### src/hw/rtl/tbd_pkg.sv
// ----------------------------------------------------------------------------
// tbd_pkg
// Shared types and constants for the tracked block drive command block.
// ----------------------------------------------------------------------------
`timescale 1ns / 1ps

package tbd_pkg;

   // packet format
   localparam int MAX_PACKET_DEF = 256;
   localparam int POS_LEN        = 3;
   localparam int POS_SUM_LO     = 4;
   localparam int POS_SUM_HI     = 5;
   localparam int POS_PAYLOAD    = 6;
   localparam int LEN_W          = 9;

   // motor frame
   localparam logic [7:0] FRAME_HEADER = 8'h7A;
   localparam logic [7:0] FRAME_KEY    = 8'h7F;
   localparam logic [1:0] FRAME_LAST   = 2'd3;
   localparam int         FRAME_BYTES  = 4;

   // direction codes
   localparam logic [3:0] DIR_FWD         = 4'd1;
   localparam logic [3:0] DIR_REV         = 4'd2;
   localparam logic [3:0] DIR_LEFT_FAR    = 4'd3;
   localparam logic [3:0] DIR_RIGHT_NEAR  = 4'd4;
   localparam logic [3:0] DIR_RIGHT_FAR   = 4'd5;
   localparam logic [3:0] DIR_LEFT_NEAR   = 4'd6;
   localparam logic [3:0] DIR_RIGHT_MID   = 4'd7;
   localparam logic [3:0] DIR_LEFT_MID    = 4'd8;
   localparam logic [3:0] DIR_STOP        = 4'd9;

   // register widths and reset values
   localparam int EDGE_W  = 10;
   localparam int AREA_CW = 20;
   localparam int SPEED_W = 7;
   localparam int CSR_W   = 20;
   localparam int CSR_IDX_W = 3;

   localparam logic [EDGE_W-1:0]  X_LEFT_RST    = 10'd138;
   localparam logic [EDGE_W-1:0]  X_RIGHT_RST   = 10'd178;
   localparam logic [EDGE_W-1:0]  Y_LOW_RST     = 10'd89;
   localparam logic [EDGE_W-1:0]  Y_HIGH_RST    = 10'd119;
   localparam logic [AREA_CW-1:0] CLOSE_RST     = 20'd6000;
   localparam logic [AREA_CW-1:0] STOP_RST      = 20'd30000;
   localparam logic [SPEED_W-1:0] MAX_SPEED_RST = 7'd40;

   localparam logic [AREA_CW-1:0] REV_RATIO = 20'd25000;

   // divider sizing: speed scale times a 20-bit area
   localparam int NUM_W = SPEED_W + AREA_CW;
   localparam int DEN_W = AREA_CW;
   localparam int CNT_W = $clog2(NUM_W);

   typedef enum logic [CSR_IDX_W-1:0] {
      CSR_X_LEFT    = 3'd0,
      CSR_X_RIGHT   = 3'd1,
      CSR_Y_LOW     = 3'd2,
      CSR_Y_HIGH    = 3'd3,
      CSR_CLOSE     = 3'd4,
      CSR_STOP      = 3'd5,
      CSR_MAX_SPEED = 3'd6
   } csr_index_type;

   typedef enum logic [2:0] {
      ST_IDLE,
      ST_CHECK,
      ST_SCALE,
      ST_DIVIDE,
      ST_LOAD,
      ST_SEND
   } state_type;

   typedef struct packed {
      logic accept;
      logic check;
      logic scale;
      logic div_step;
      logic load;
      logic shift;
   } cmd_type;

   typedef struct packed {
      logic closes;
      logic sum_ok;
      logic sum_zero;
      logic div_needed;
      logic div_done;
   } status_type;

endpackage

### src/hw/rtl/tbd_ctrl.sv
// ----------------------------------------------------------------------------
// tbd_ctrl
// Sequencer: packet intake, checksum test, speed division and frame send.
// ----------------------------------------------------------------------------
`timescale 1ns / 1ps

module tbd_ctrl import tbd_pkg::*; (
   input  logic       clock,
   input  logic       reset,
   input  logic       req_valid,
   output logic       req_ready,
   output logic       rsp_valid,
   input  logic       rsp_ready,
   output logic       rsp_last,
   input  status_type status,
   output cmd_type    cmd
);

   state_type  state_ff, state_in;
   logic [1:0] sent_ff, sent_in;

   always_ff @(posedge clock) begin
      if (reset) begin
         state_ff <= ST_IDLE;
         sent_ff  <= '0;
      end else begin
         state_ff <= state_in;
         sent_ff  <= sent_in;
      end
   end

   always_comb begin
      state_in  = state_ff;
      sent_in   = sent_ff;
      cmd       = '0;
      req_ready = 1'b0;
      rsp_valid = 1'b0;
      rsp_last  = sent_ff == FRAME_LAST;
      unique case (state_ff)
         ST_IDLE: begin
            req_ready  = 1'b1;
            cmd.accept = req_valid;
            if (req_valid && status.closes) begin
               state_in = ST_CHECK;
            end
         end
         ST_CHECK: begin
            cmd.check = 1'b1;
            if (!status.sum_ok) begin
               state_in = ST_IDLE;
            end else if (status.sum_zero) begin
               state_in = ST_LOAD;
            end else begin
               state_in = ST_SCALE;
            end
         end
         ST_SCALE: begin
            cmd.scale = 1'b1;
            state_in  = status.div_needed ? ST_DIVIDE : ST_LOAD;
         end
         ST_DIVIDE: begin
            cmd.div_step = 1'b1;
            if (status.div_done) begin
               state_in = ST_LOAD;
            end
         end
         ST_LOAD: begin
            cmd.load = 1'b1;
            sent_in  = '0;
            state_in = ST_SEND;
         end
         ST_SEND: begin
            rsp_valid = 1'b1;
            cmd.shift = rsp_ready;
            if (rsp_ready) begin
               sent_in = sent_ff + 2'd1;
               if (sent_ff == FRAME_LAST) begin
                  state_in = ST_IDLE;
               end
            end
         end
         default: begin
            state_in = ST_IDLE;
         end
      endcase
   end

endmodule

### src/hw/rtl/tbd_dp.sv
// ----------------------------------------------------------------------------
// tbd_dp
// Datapath: packet parser, settings, area multiply, speed divider, frame.
// ----------------------------------------------------------------------------
`timescale 1ns / 1ps

module tbd_dp import tbd_pkg::*; #(
   parameter int MAX_PACKET = MAX_PACKET_DEF
) (
   input  logic                 clock,
   input  logic                 reset,
   input  logic [7:0]           req_rx_byte,
   input  logic                 req_first,
   input  logic                 csr_write,
   input  logic [CSR_IDX_W-1:0] csr_index,
   input  logic [CSR_W-1:0]     csr_wdata,
   input  cmd_type              cmd,
   output status_type           status,
   output logic [7:0]           rsp_cmd_byte
);

   localparam int POS_W = $clog2(MAX_PACKET);
   localparam int CMP_W = (POS_W > LEN_W) ? POS_W : LEN_W;

   // settings
   logic [EDGE_W-1:0]  x_left_ff, x_right_ff, y_low_ff, y_high_ff;
   logic [AREA_CW-1:0] close_ff, stop_ff;
   logic [SPEED_W-1:0] max_speed_ff;

   // packet state
   logic [POS_W-1:0] byte_pos_ff, byte_pos_in;
   logic             active_ff, active_in;
   logic [7:0]       payload_len_ff, payload_len_in;
   logic [15:0]      rx_sum_ff, rx_sum_in;
   logic [15:0]      payload_sum_ff, payload_sum_in;
   logic [15:0]      blk_ff [4];
   logic [15:0]      blk_in [4];

   // decision and divider
   logic [31:0]      area_ff;
   logic [3:0]       dir_ff;
   logic [7:0]       spd_ff;
   logic [NUM_W-1:0] num_ff;
   logic [DEN_W-1:0] div_ff;
   logic [DEN_W-1:0] rem_ff;
   logic [CNT_W-1:0] cnt_ff;
   logic [7:0]       frame_ff [FRAME_BYTES];

   // ---------------------------------------------------------------- parser
   logic [POS_W-1:0] pos_cur;
   logic             act_cur;
   logic [CMP_W-1:0] pos_ext, end_ext;
   logic             in_payload, is_end;

   always_comb begin
      pos_cur        = req_first ? '0 : byte_pos_ff;
      act_cur        = req_first | active_ff;
      payload_len_in = req_first ? '0 : payload_len_ff;
      rx_sum_in      = req_first ? '0 : rx_sum_ff;
      payload_sum_in = req_first ? '0 : payload_sum_ff;
      for (int i = 0; i < 4; i++) begin
         blk_in[i] = req_first ? '0 : blk_ff[i];
      end
      byte_pos_in = pos_cur;
      active_in   = act_cur;

      pos_ext    = CMP_W'(pos_cur);
      end_ext    = CMP_W'(LEN_W'(payload_len_in) + LEN_W'(POS_SUM_HI));
      in_payload = (pos_ext >= CMP_W'(POS_PAYLOAD)) && (pos_ext <= end_ext);
      is_end     = pos_ext == end_ext;

      if (pos_ext == CMP_W'(POS_LEN)) begin
         payload_len_in = req_rx_byte;
      end else if (pos_ext == CMP_W'(POS_SUM_LO)) begin
         rx_sum_in[7:0] = req_rx_byte;
      end else if (pos_ext == CMP_W'(POS_SUM_HI)) begin
         rx_sum_in[15:8] = req_rx_byte;
      end

      if (in_payload) begin
         payload_sum_in = payload_sum_in + 16'(req_rx_byte);
         // positions 8 to 15 carry x, y, width, height, low byte first
         if (pos_ext[CMP_W-1:4] == '0 && pos_ext[3]) begin
            if (pos_ext[0]) begin
               blk_in[pos_ext[2:1]][15:8] = req_rx_byte;
            end else begin
               blk_in[pos_ext[2:1]][7:0] = req_rx_byte;
            end
         end
      end

      if (is_end) begin
         active_in = 1'b0;
      end else if (pos_cur >= POS_W'(MAX_PACKET - 1)) begin
         active_in = 1'b0;
      end else begin
         byte_pos_in = pos_cur + POS_W'(1);
      end
   end

   always_ff @(posedge clock) begin
      if (reset) begin
         byte_pos_ff    <= '0;
         active_ff      <= 1'b0;
         payload_len_ff <= '0;
         rx_sum_ff      <= '0;
         payload_sum_ff <= '0;
         for (int i = 0; i < 4; i++) begin
            blk_ff[i] <= '0;
         end
      end else if (cmd.accept && act_cur) begin
         byte_pos_ff    <= byte_pos_in;
         active_ff      <= active_in;
         payload_len_ff <= payload_len_in;
         rx_sum_ff      <= rx_sum_in;
         payload_sum_ff <= payload_sum_in;
         for (int i = 0; i < 4; i++) begin
            blk_ff[i] <= blk_in[i];
         end
      end
   end

   // -------------------------------------------------------------- settings
   always_ff @(posedge clock) begin
      if (reset) begin
         x_left_ff    <= X_LEFT_RST;
         x_right_ff   <= X_RIGHT_RST;
         y_low_ff     <= Y_LOW_RST;
         y_high_ff    <= Y_HIGH_RST;
         close_ff     <= CLOSE_RST;
         stop_ff      <= STOP_RST;
         max_speed_ff <= MAX_SPEED_RST;
      end else if (csr_write) begin
         unique case (csr_index_type'(csr_index))
            CSR_X_LEFT:    x_left_ff    <= csr_wdata[EDGE_W-1:0];
            CSR_X_RIGHT:   x_right_ff   <= csr_wdata[EDGE_W-1:0];
            CSR_Y_LOW:     y_low_ff     <= csr_wdata[EDGE_W-1:0];
            CSR_Y_HIGH:    y_high_ff    <= csr_wdata[EDGE_W-1:0];
            CSR_CLOSE:     close_ff     <= csr_wdata[AREA_CW-1:0];
            CSR_STOP:      stop_ff      <= csr_wdata[AREA_CW-1:0];
            CSR_MAX_SPEED: max_speed_ff <= csr_wdata[SPEED_W-1:0];
            default: ;
         endcase
      end
   end

   // -------------------------------------------------------------- decision
   logic             too_close, over_stop, ymid, xmid, xright;
   logic [3:0]       dir_calc;
   logic [AREA_CW-1:0] num_operand;
   logic [DEN_W:0]   rem_shift;
   logic [DEN_W+1:0] rem_diff;
   logic             q_bit;
   logic [NUM_W-1:0] quot;

   always_comb begin
      too_close = area_ff > 32'(close_ff);
      over_stop = area_ff > 32'(stop_ff);
      ymid      = (blk_ff[1] > 16'(y_low_ff)) && (blk_ff[1] < 16'(y_high_ff));
      xmid      = (blk_ff[0] < 16'(x_right_ff)) && (blk_ff[0] > 16'(x_left_ff));
      xright    = blk_ff[0] >= 16'(x_right_ff);
      priority if (xmid) begin
         dir_calc = too_close ? DIR_REV : DIR_FWD;
      end else if (xright) begin
         dir_calc = too_close ? DIR_RIGHT_NEAR : (ymid ? DIR_RIGHT_MID : DIR_RIGHT_FAR);
      end else begin
         dir_calc = too_close ? DIR_LEFT_NEAR : (ymid ? DIR_LEFT_MID : DIR_LEFT_FAR);
      end
      // area stays within 20 bits on every path that divides
      num_operand = too_close ? area_ff[AREA_CW-1:0] : (close_ff - area_ff[AREA_CW-1:0]);

      status.div_needed = too_close ? !over_stop : (close_ff != '0);
      status.div_done   = cnt_ff == CNT_W'(NUM_W - 1);
      status.sum_ok     = payload_sum_ff == rx_sum_ff;
      status.sum_zero   = payload_sum_ff == '0;
      status.closes     = act_cur && is_end;

      // restoring division, one quotient bit per cycle
      rem_shift = {rem_ff, num_ff[NUM_W-1]};
      rem_diff  = {1'b0, rem_shift} - {2'b00, div_ff};
      q_bit     = !rem_diff[DEN_W+1];
      quot      = {num_ff[NUM_W-2:0], q_bit};
   end

   always_ff @(posedge clock) begin
      if (cmd.check) begin
         area_ff <= 32'(blk_ff[2]) * 32'(blk_ff[3]);
         dir_ff  <= DIR_STOP;
         spd_ff  <= '0;
      end
      if (cmd.scale) begin
         dir_ff <= dir_calc;
         num_ff <= NUM_W'(max_speed_ff) * NUM_W'(num_operand);
         div_ff <= too_close ? REV_RATIO : close_ff;
         rem_ff <= '0;
         cnt_ff <= '0;
         if (too_close) begin
            spd_ff <= '0;
         end else begin
            spd_ff <= 8'(max_speed_ff);
         end
      end
      if (cmd.div_step) begin
         num_ff <= quot;
         rem_ff <= q_bit ? rem_diff[DEN_W-1:0] : rem_shift[DEN_W-1:0];
         cnt_ff <= cnt_ff + CNT_W'(1);
         if (status.div_done) begin
            spd_ff <= (quot[NUM_W-1:8] != '0) ? 8'hFF : quot[7:0];
         end
      end
      if (cmd.load) begin
         frame_ff[0] <= FRAME_HEADER;
         frame_ff[1] <= 8'(dir_ff);
         frame_ff[2] <= spd_ff;
         frame_ff[3] <= 8'(dir_ff) ^ spd_ff ^ FRAME_KEY;
      end else if (cmd.shift) begin
         for (int i = 0; i < FRAME_BYTES - 1; i++) begin
            frame_ff[i] <= frame_ff[i+1];
         end
      end
   end

   assign rsp_cmd_byte = frame_ff[0];

endmodule

### src/hw/rtl/tracked_block_drive_command.sv
// Reply bytes are taken one byte per cycle while the block is idle. A packet end
// runs the checksum test; a good sum goes on to the speed scale, the bit-serial
// speed divide when it is needed, the frame load and the send, a zero sum goes
// straight to the load, a bad sum frees the input. Frame bytes go one per handshake.
// Synchronous active-high reset returns all settings to their defaults and
// closes any open packet.
// ----------------------------------------------------------------------------
// tracked_block_drive_command
// Turns camera block-report replies into four-byte motor frames.
// ----------------------------------------------------------------------------
`timescale 1ns / 1ps

module tracked_block_drive_command import tbd_pkg::*; #(
   parameter int MAX_PACKET = MAX_PACKET_DEF
) (
   input  logic                 clock,
   input  logic                 reset,
   input  logic                 req_valid,
   output logic                 req_ready,
   input  logic [7:0]           req_rx_byte,
   input  logic                 req_first,
   output logic                 rsp_valid,
   input  logic                 rsp_ready,
   output logic [7:0]           rsp_cmd_byte,
   output logic                 rsp_last,
   input  logic                 csr_valid,
   output logic                 csr_ready,
   input  logic [CSR_IDX_W-1:0] csr_index,
   input  logic [CSR_W-1:0]     csr_wdata
);

   cmd_type    cmd;
   status_type status;

   assign csr_ready = 1'b1;

   tbd_ctrl u_ctrl (
      .clock     (clock),
      .reset     (reset),
      .req_valid (req_valid),
      .req_ready (req_ready),
      .rsp_valid (rsp_valid),
      .rsp_ready (rsp_ready),
      .rsp_last  (rsp_last),
      .status    (status),
      .cmd       (cmd)
   );

   tbd_dp #(
      .MAX_PACKET (MAX_PACKET)
   ) u_dp (
      .clock        (clock),
      .reset        (reset),
      .req_rx_byte  (req_rx_byte),
      .req_first    (req_first),
      .csr_write    (csr_valid && csr_ready),
      .csr_index    (csr_index),
      .csr_wdata    (csr_wdata),
      .cmd          (cmd),
      .status       (status),
      .rsp_cmd_byte (rsp_cmd_byte)
   );

endmodule

### config.mk
export PLATFORM = sky130hd
export DESIGN_NAME = tracked_block_drive_command
export DESIGN_NICKNAME = d
export VERILOG_FILES = /design/src/hw/rtl/tbd_pkg.sv /design/src/hw/rtl/tbd_ctrl.sv /design/src/hw/rtl/tbd_dp.sv /design/src/hw/rtl/tracked_block_drive_command.sv
export SDC_FILE = /design/constraint.sdc
export NUM_CORES = 2
export LEC_CHECK = 0
export ABC_AREA = 1
export ABC_CLOCK_PERIOD_IN_PS = 7300
export BUFFER_PORTS_ARGS = -buffer_cell sky130_fd_sc_hd__buf_2
export CORE_UTILIZATION = 40
export CTS_CLUSTER_SIZE = 40
export DETAILED_ROUTE_END_ITERATION = 12
export HOLD_SLACK_MARGIN = 0.06
export PLACE_DENSITY = 0.6
export SYNTH_ARGS = -nofsm -noshare
export SYNTH_HDL_FRONTEND = slang
export SYNTH_HIERARCHICAL = 1
export SYNTH_SLANG_ARGS = --single-unit
### constraint.sdc
create_clock -name clock -period 7.3 [get_ports clock]
set_clock_uncertainty 0.1 [all_clocks]
set_input_delay 0.365 -clock clock [delete_from_list [all_inputs] [get_ports clock]]
set_output_delay 0.365 -clock clock [all_outputs]
set_load 0.01 [all_outputs]
==> impl_metrics.tcl <==
set metrics [dict create \
    start_util_pct 40.4 \
    synth_area_per_cell_um2 7.54 \
    dpl.hpwl_um 74500 \
    r2r_start "u_dp/area_ff[17]" \
    syn_nets 5271 \
    via_per_inst 5.13 \
    crit_path_start_kind "flip-flop" \
    synth_edf_count 204 \
    drv_slew 0 \
    ir_drop_mv 0.180 \
    rsz0062_at_grt "false" \
    grt-ovfl-total 0 \
    holdPathStages 3 \
    reg2reg_slack_ps 610 \
    first_pass_iters 6 \
    netlist_area_um2 35100 \
    grtUsageTotal_pct 21.8 \
    slew_headroom_pct 21.7 \
    tightestPinTransition_ps 1170 \
    cts_root_buf "clkbuf_16" \
    p_per_area_nw_per_um2 209 \
    async_flop_share_pct 0 \
    wl_per_cell_um 16.7 \
    gp_congestion 0.940 \
    ys_seq_area_share_pct 25.9 \
    clkSinkCount 353 \
    n_fill_cell 8882 \
    core_um2 86900 \
    num_vias 29772 \
    ys_types 56 \
    rr_endpoint "u_dp/num_ff[11]" \
    multi_input_area_um2 22000 \
    criticalPathCategory "flip-flop to flip-flop" \
    numPortBuffers 47 \
    final_layout_size_suffix_gt1_share_pct 5.27 \
    cts_buffers 43 \
    hold_path_class "input port to flip-flop" \
    grt_pass1_wl_um 157000 \
    die_area_um2 89000 \
    ant_nets 0 \
    routed_wl_um 96900 \
    min_period_over_period_pct 91.6 \
    end_kind "flip-flop" \
    clk_latency_ps 590 \
    reg2regPathDepth 27 \
    die_w_um 298 \
    crit_buf_inv 4 \
    tns_ps 0 \
    slowest_stage "fa_1" \
    max_cap_violations 0 \
    crit_arrival_ps 6930 \
    synth_ff_type "edfxtp_1" \
    cp.required_ps 7540 \
    clockBufferDepth 3 \
    htree_num_levels 2 \
    ys_ff_latch 353 \
    cp_top_family "adder cells" \
    cts_tree "done" \
    antenna_found_initial 4 \
    drt_iter0_drc 2021 \
    hold_end "u_dp/y_low_ff[6]" \
    max_freq_mhz 150 \
    max_stage_delay_ps 540 \
    critPathMostFrequentCell "nand2_1" \
    grt_pass1_vias 29025 \
    fin_nets 5227 \
    finalNonFillerCells 5804 \
    die_h_um 298 \
    clk_transition_reported_paths_ps 60 \
    cts_setup_buffers 0 \
    drc 0 \
    ff_latch_area_um2 9110 \
    setup_viol 0 \
    worstHoldStart "csr_wdata[6]" \
    status "complete, no violations" \
    critical_path.max_fanout 36 \
    place_inst 5705 \
    grt_start_max_net_pins 90 \
    leakagePower_uw 0.0177 \
    synth_cells 4657 \
    period_needed_ps 6690 \
    rows 108 \
    hold_violations 0 \
    yosys_warnings 6 \
    syn2layout_area_growth_pct 7.73 \
    io_pins 49 \
]
## flip-flops by register name (all words and copies together), names as in the netlist, 4 cells and up
register	cells
u_dp/area_ff	32
u_dp/blk_ff	64
u_dp/byte_pos_ff	8
u_dp/close_ff	20
u_dp/cnt_ff	5
u_dp/dir_ff	4
u_dp/div_ff	20
u_dp/frame_ff	32
u_dp/max_speed_ff	7
u_dp/num_ff	27
u_dp/payload_len_ff	8
u_dp/payload_sum_ff	16
u_dp/rem_ff	20
u_dp/rx_sum_ff	16
u_dp/spd_ff	8
u_dp/stop_ff	20
u_dp/x_left_ff	10
u_dp/x_right_ff	10
u_dp/y_high_ff	10
u_dp/y_low_ff	10
## area by class of cell
type	count	share of cell area, %
Clock buffer	70	3.28
Multi-Input combinational cell	3286	58.3
Timing Repair Buffer	118	2.15
Clock inverter	10	0.374
Tap cell	1155	3.82
Antenna cell	1	0.00661
Sequential cell	353	24.1
Inverter	811	8.05
## routing by layer
layer / global-route usage [%] / vias up / share of wire, %
met4: 6.19 / 2 / 2.7
met3: 2.64 / 138 / 5.3
met5: 0 / - / 0.021
met2: 36.6 / 741 / 47
met1: 29.4 / 14143 / 45
li1: - / 14748 / -
## through the flow
stage	hold slack, ps	power (uW)	instance area (um^2)	util, %	setup slack [ps]
floorplan	327	4830	35100	-	1220
global placement	349	5790	36300	41.8	625
detailed placement	355	5800	36300	41.8	652
CTS	68.9	8000	37800	43.6	644
global route	91.0	8560	37800	43.6	42.7
finish	103	7920	37800	43.6	613
## layout by cell type (no fill, tap or decap), drive strengths merged, types with 2 or more instances in the layout
master,n
o21a,7
a21o,10
a31oi,12
nor3,53
xor2,41
edfxtp,204
o22ai,38
or2,15
clkbuf,70
and2,4
dlygate4sd3,18
o211ai,37
o21bai,11
a21oi,276
a211oi,2
nor2,369
inv,811
dfxtp,149
nand3,216
fa,286
a21boi,6
o21ai,355
clkinv,8
and3,2
xnor2,52
nand2,1125
buf,100
o31ai,2
bufinv,2
nand3b,6
nor4,18
nand4,44
ha,291
## cell usage after synthesis (7+ instances only)
| cell | count | area [um^2] |
|---|---|---|
| a21o_1 | 10 | 75.1 |
| buf_6 | 11 | 124 |
| fa_1 | 286 | 5730 |
| o211ai_1 | 36 | 270 |
| nand2_2 | 15 | 93.8 |
| nor3_1 | 50 | 250 |
| o21ai_2 | 11 | 96.3 |
| dfxtp_1 | 149 | 2980 |
| buf_4 | 17 | 128 |
| o21ai_1 | 20 | 100 |
| edfxtp_1 | 204 | 6130 |
| nor2_1 | 358 | 1340 |
| ha_1 | 291 | 3640 |
| or2_2 | 15 | 93.8 |
| buf_1 | 11 | 41.3 |
| xnor2_1 | 52 | 455 |
| buf_2 | 26 | 130 |
| clkbuf_1 | 141 | 529 |
| o21bai_1 | 11 | 82.6 |
| nand3_2 | 7 | 70.1 |
| nand3_1 | 209 | 1050 |
| o22ai_1 | 38 | 238 |
| o21ai_0 | 324 | 1620 |
| nor4_1 | 18 | 113 |
| a21oi_1 | 274 | 1370 |
| inv_1 | 795 | 2980 |
| nand2_1 | 1108 | 4160 |
| xor2_1 | 41 | 359 |
| nand4_1 | 44 | 275 |
| o21a_1 | 7 | 52.6 |
| a31oi_1 | 12 | 75.1 |
| inv_2 | 13 | 48.8 |
## how the worst max path moves through the flow
stage                      start               to  slack, ps  cells past startpoint
2_1_floorplan    u_dp/area_ff[9]  u_dp/num_ff[14]       1220                     31
3_3_place_gp   u_dp/close_ff[10]  u_dp/num_ff[17]        620                     31
3_5_place_dp    u_dp/close_ff[9]  u_dp/num_ff[20]        650                     29
4_1_cts         u_dp/close_ff[9]  u_dp/num_ff[11]        640                     28
5_1_grt        u_dp/close_ff[10]  u_dp/num_ff[24]         40                     31
6_report        u_dp/area_ff[17]  u_dp/num_ff[11]        610                     27
## repair_timing
item                                   4_1_cts  5_1_grt
hold buffers                                18        0
endpoints found under the hold margin       41        0
gates resized for setup                      0        0
## worst register-to-register path: stages, from the launching register on
cell	delay, ps
edfxtp_1	420
ha_1	440
nand2_1	100
nor3_1	160
nand2_1	70
nor2_1	210
nand2_1	100
nand2_2	100
nand2_4	260
nand2_1	180
nand2_1	140
inv_1	110
nand2_1	80
fa_1	530
fa_1	540
inv_1	50
fa_1	520
inv_1	50
fa_1	530
inv_1	40
ha_1	330
a21oi_1	240
o21ai_0	150
a21oi_1	360
o21ai_0	170
or2_2	300
nand3_1	100
nand2_1	60
## power by group
group / switching, uW / total [uW] / internal (uW) / leakage, uW
Combinational: 2200 / 3370 / 1170 / 0.0138
Sequential: 109 / 2410 / 2300 / 0.00321
Clock: 906 / 2140 / 1240 / 0.000672
## cell families (layout without fill, tap and decap cells)
logic type	count (synthesis)	after routing	share of synthesized area (%)
buffers and inverters	1018	1009	11.4
AOI/OAI and AO/OA	761	761	11.8
muxes	1	1	0.0285
adders and majority gates	577	577	26.7
xor gates and xnor gates	93	93	2.32
other	1	2	0.0107
DFF	353	353	25.9
and+or+nand+nor	1853	1853	21.9
(Power assumes the default switching activity.)
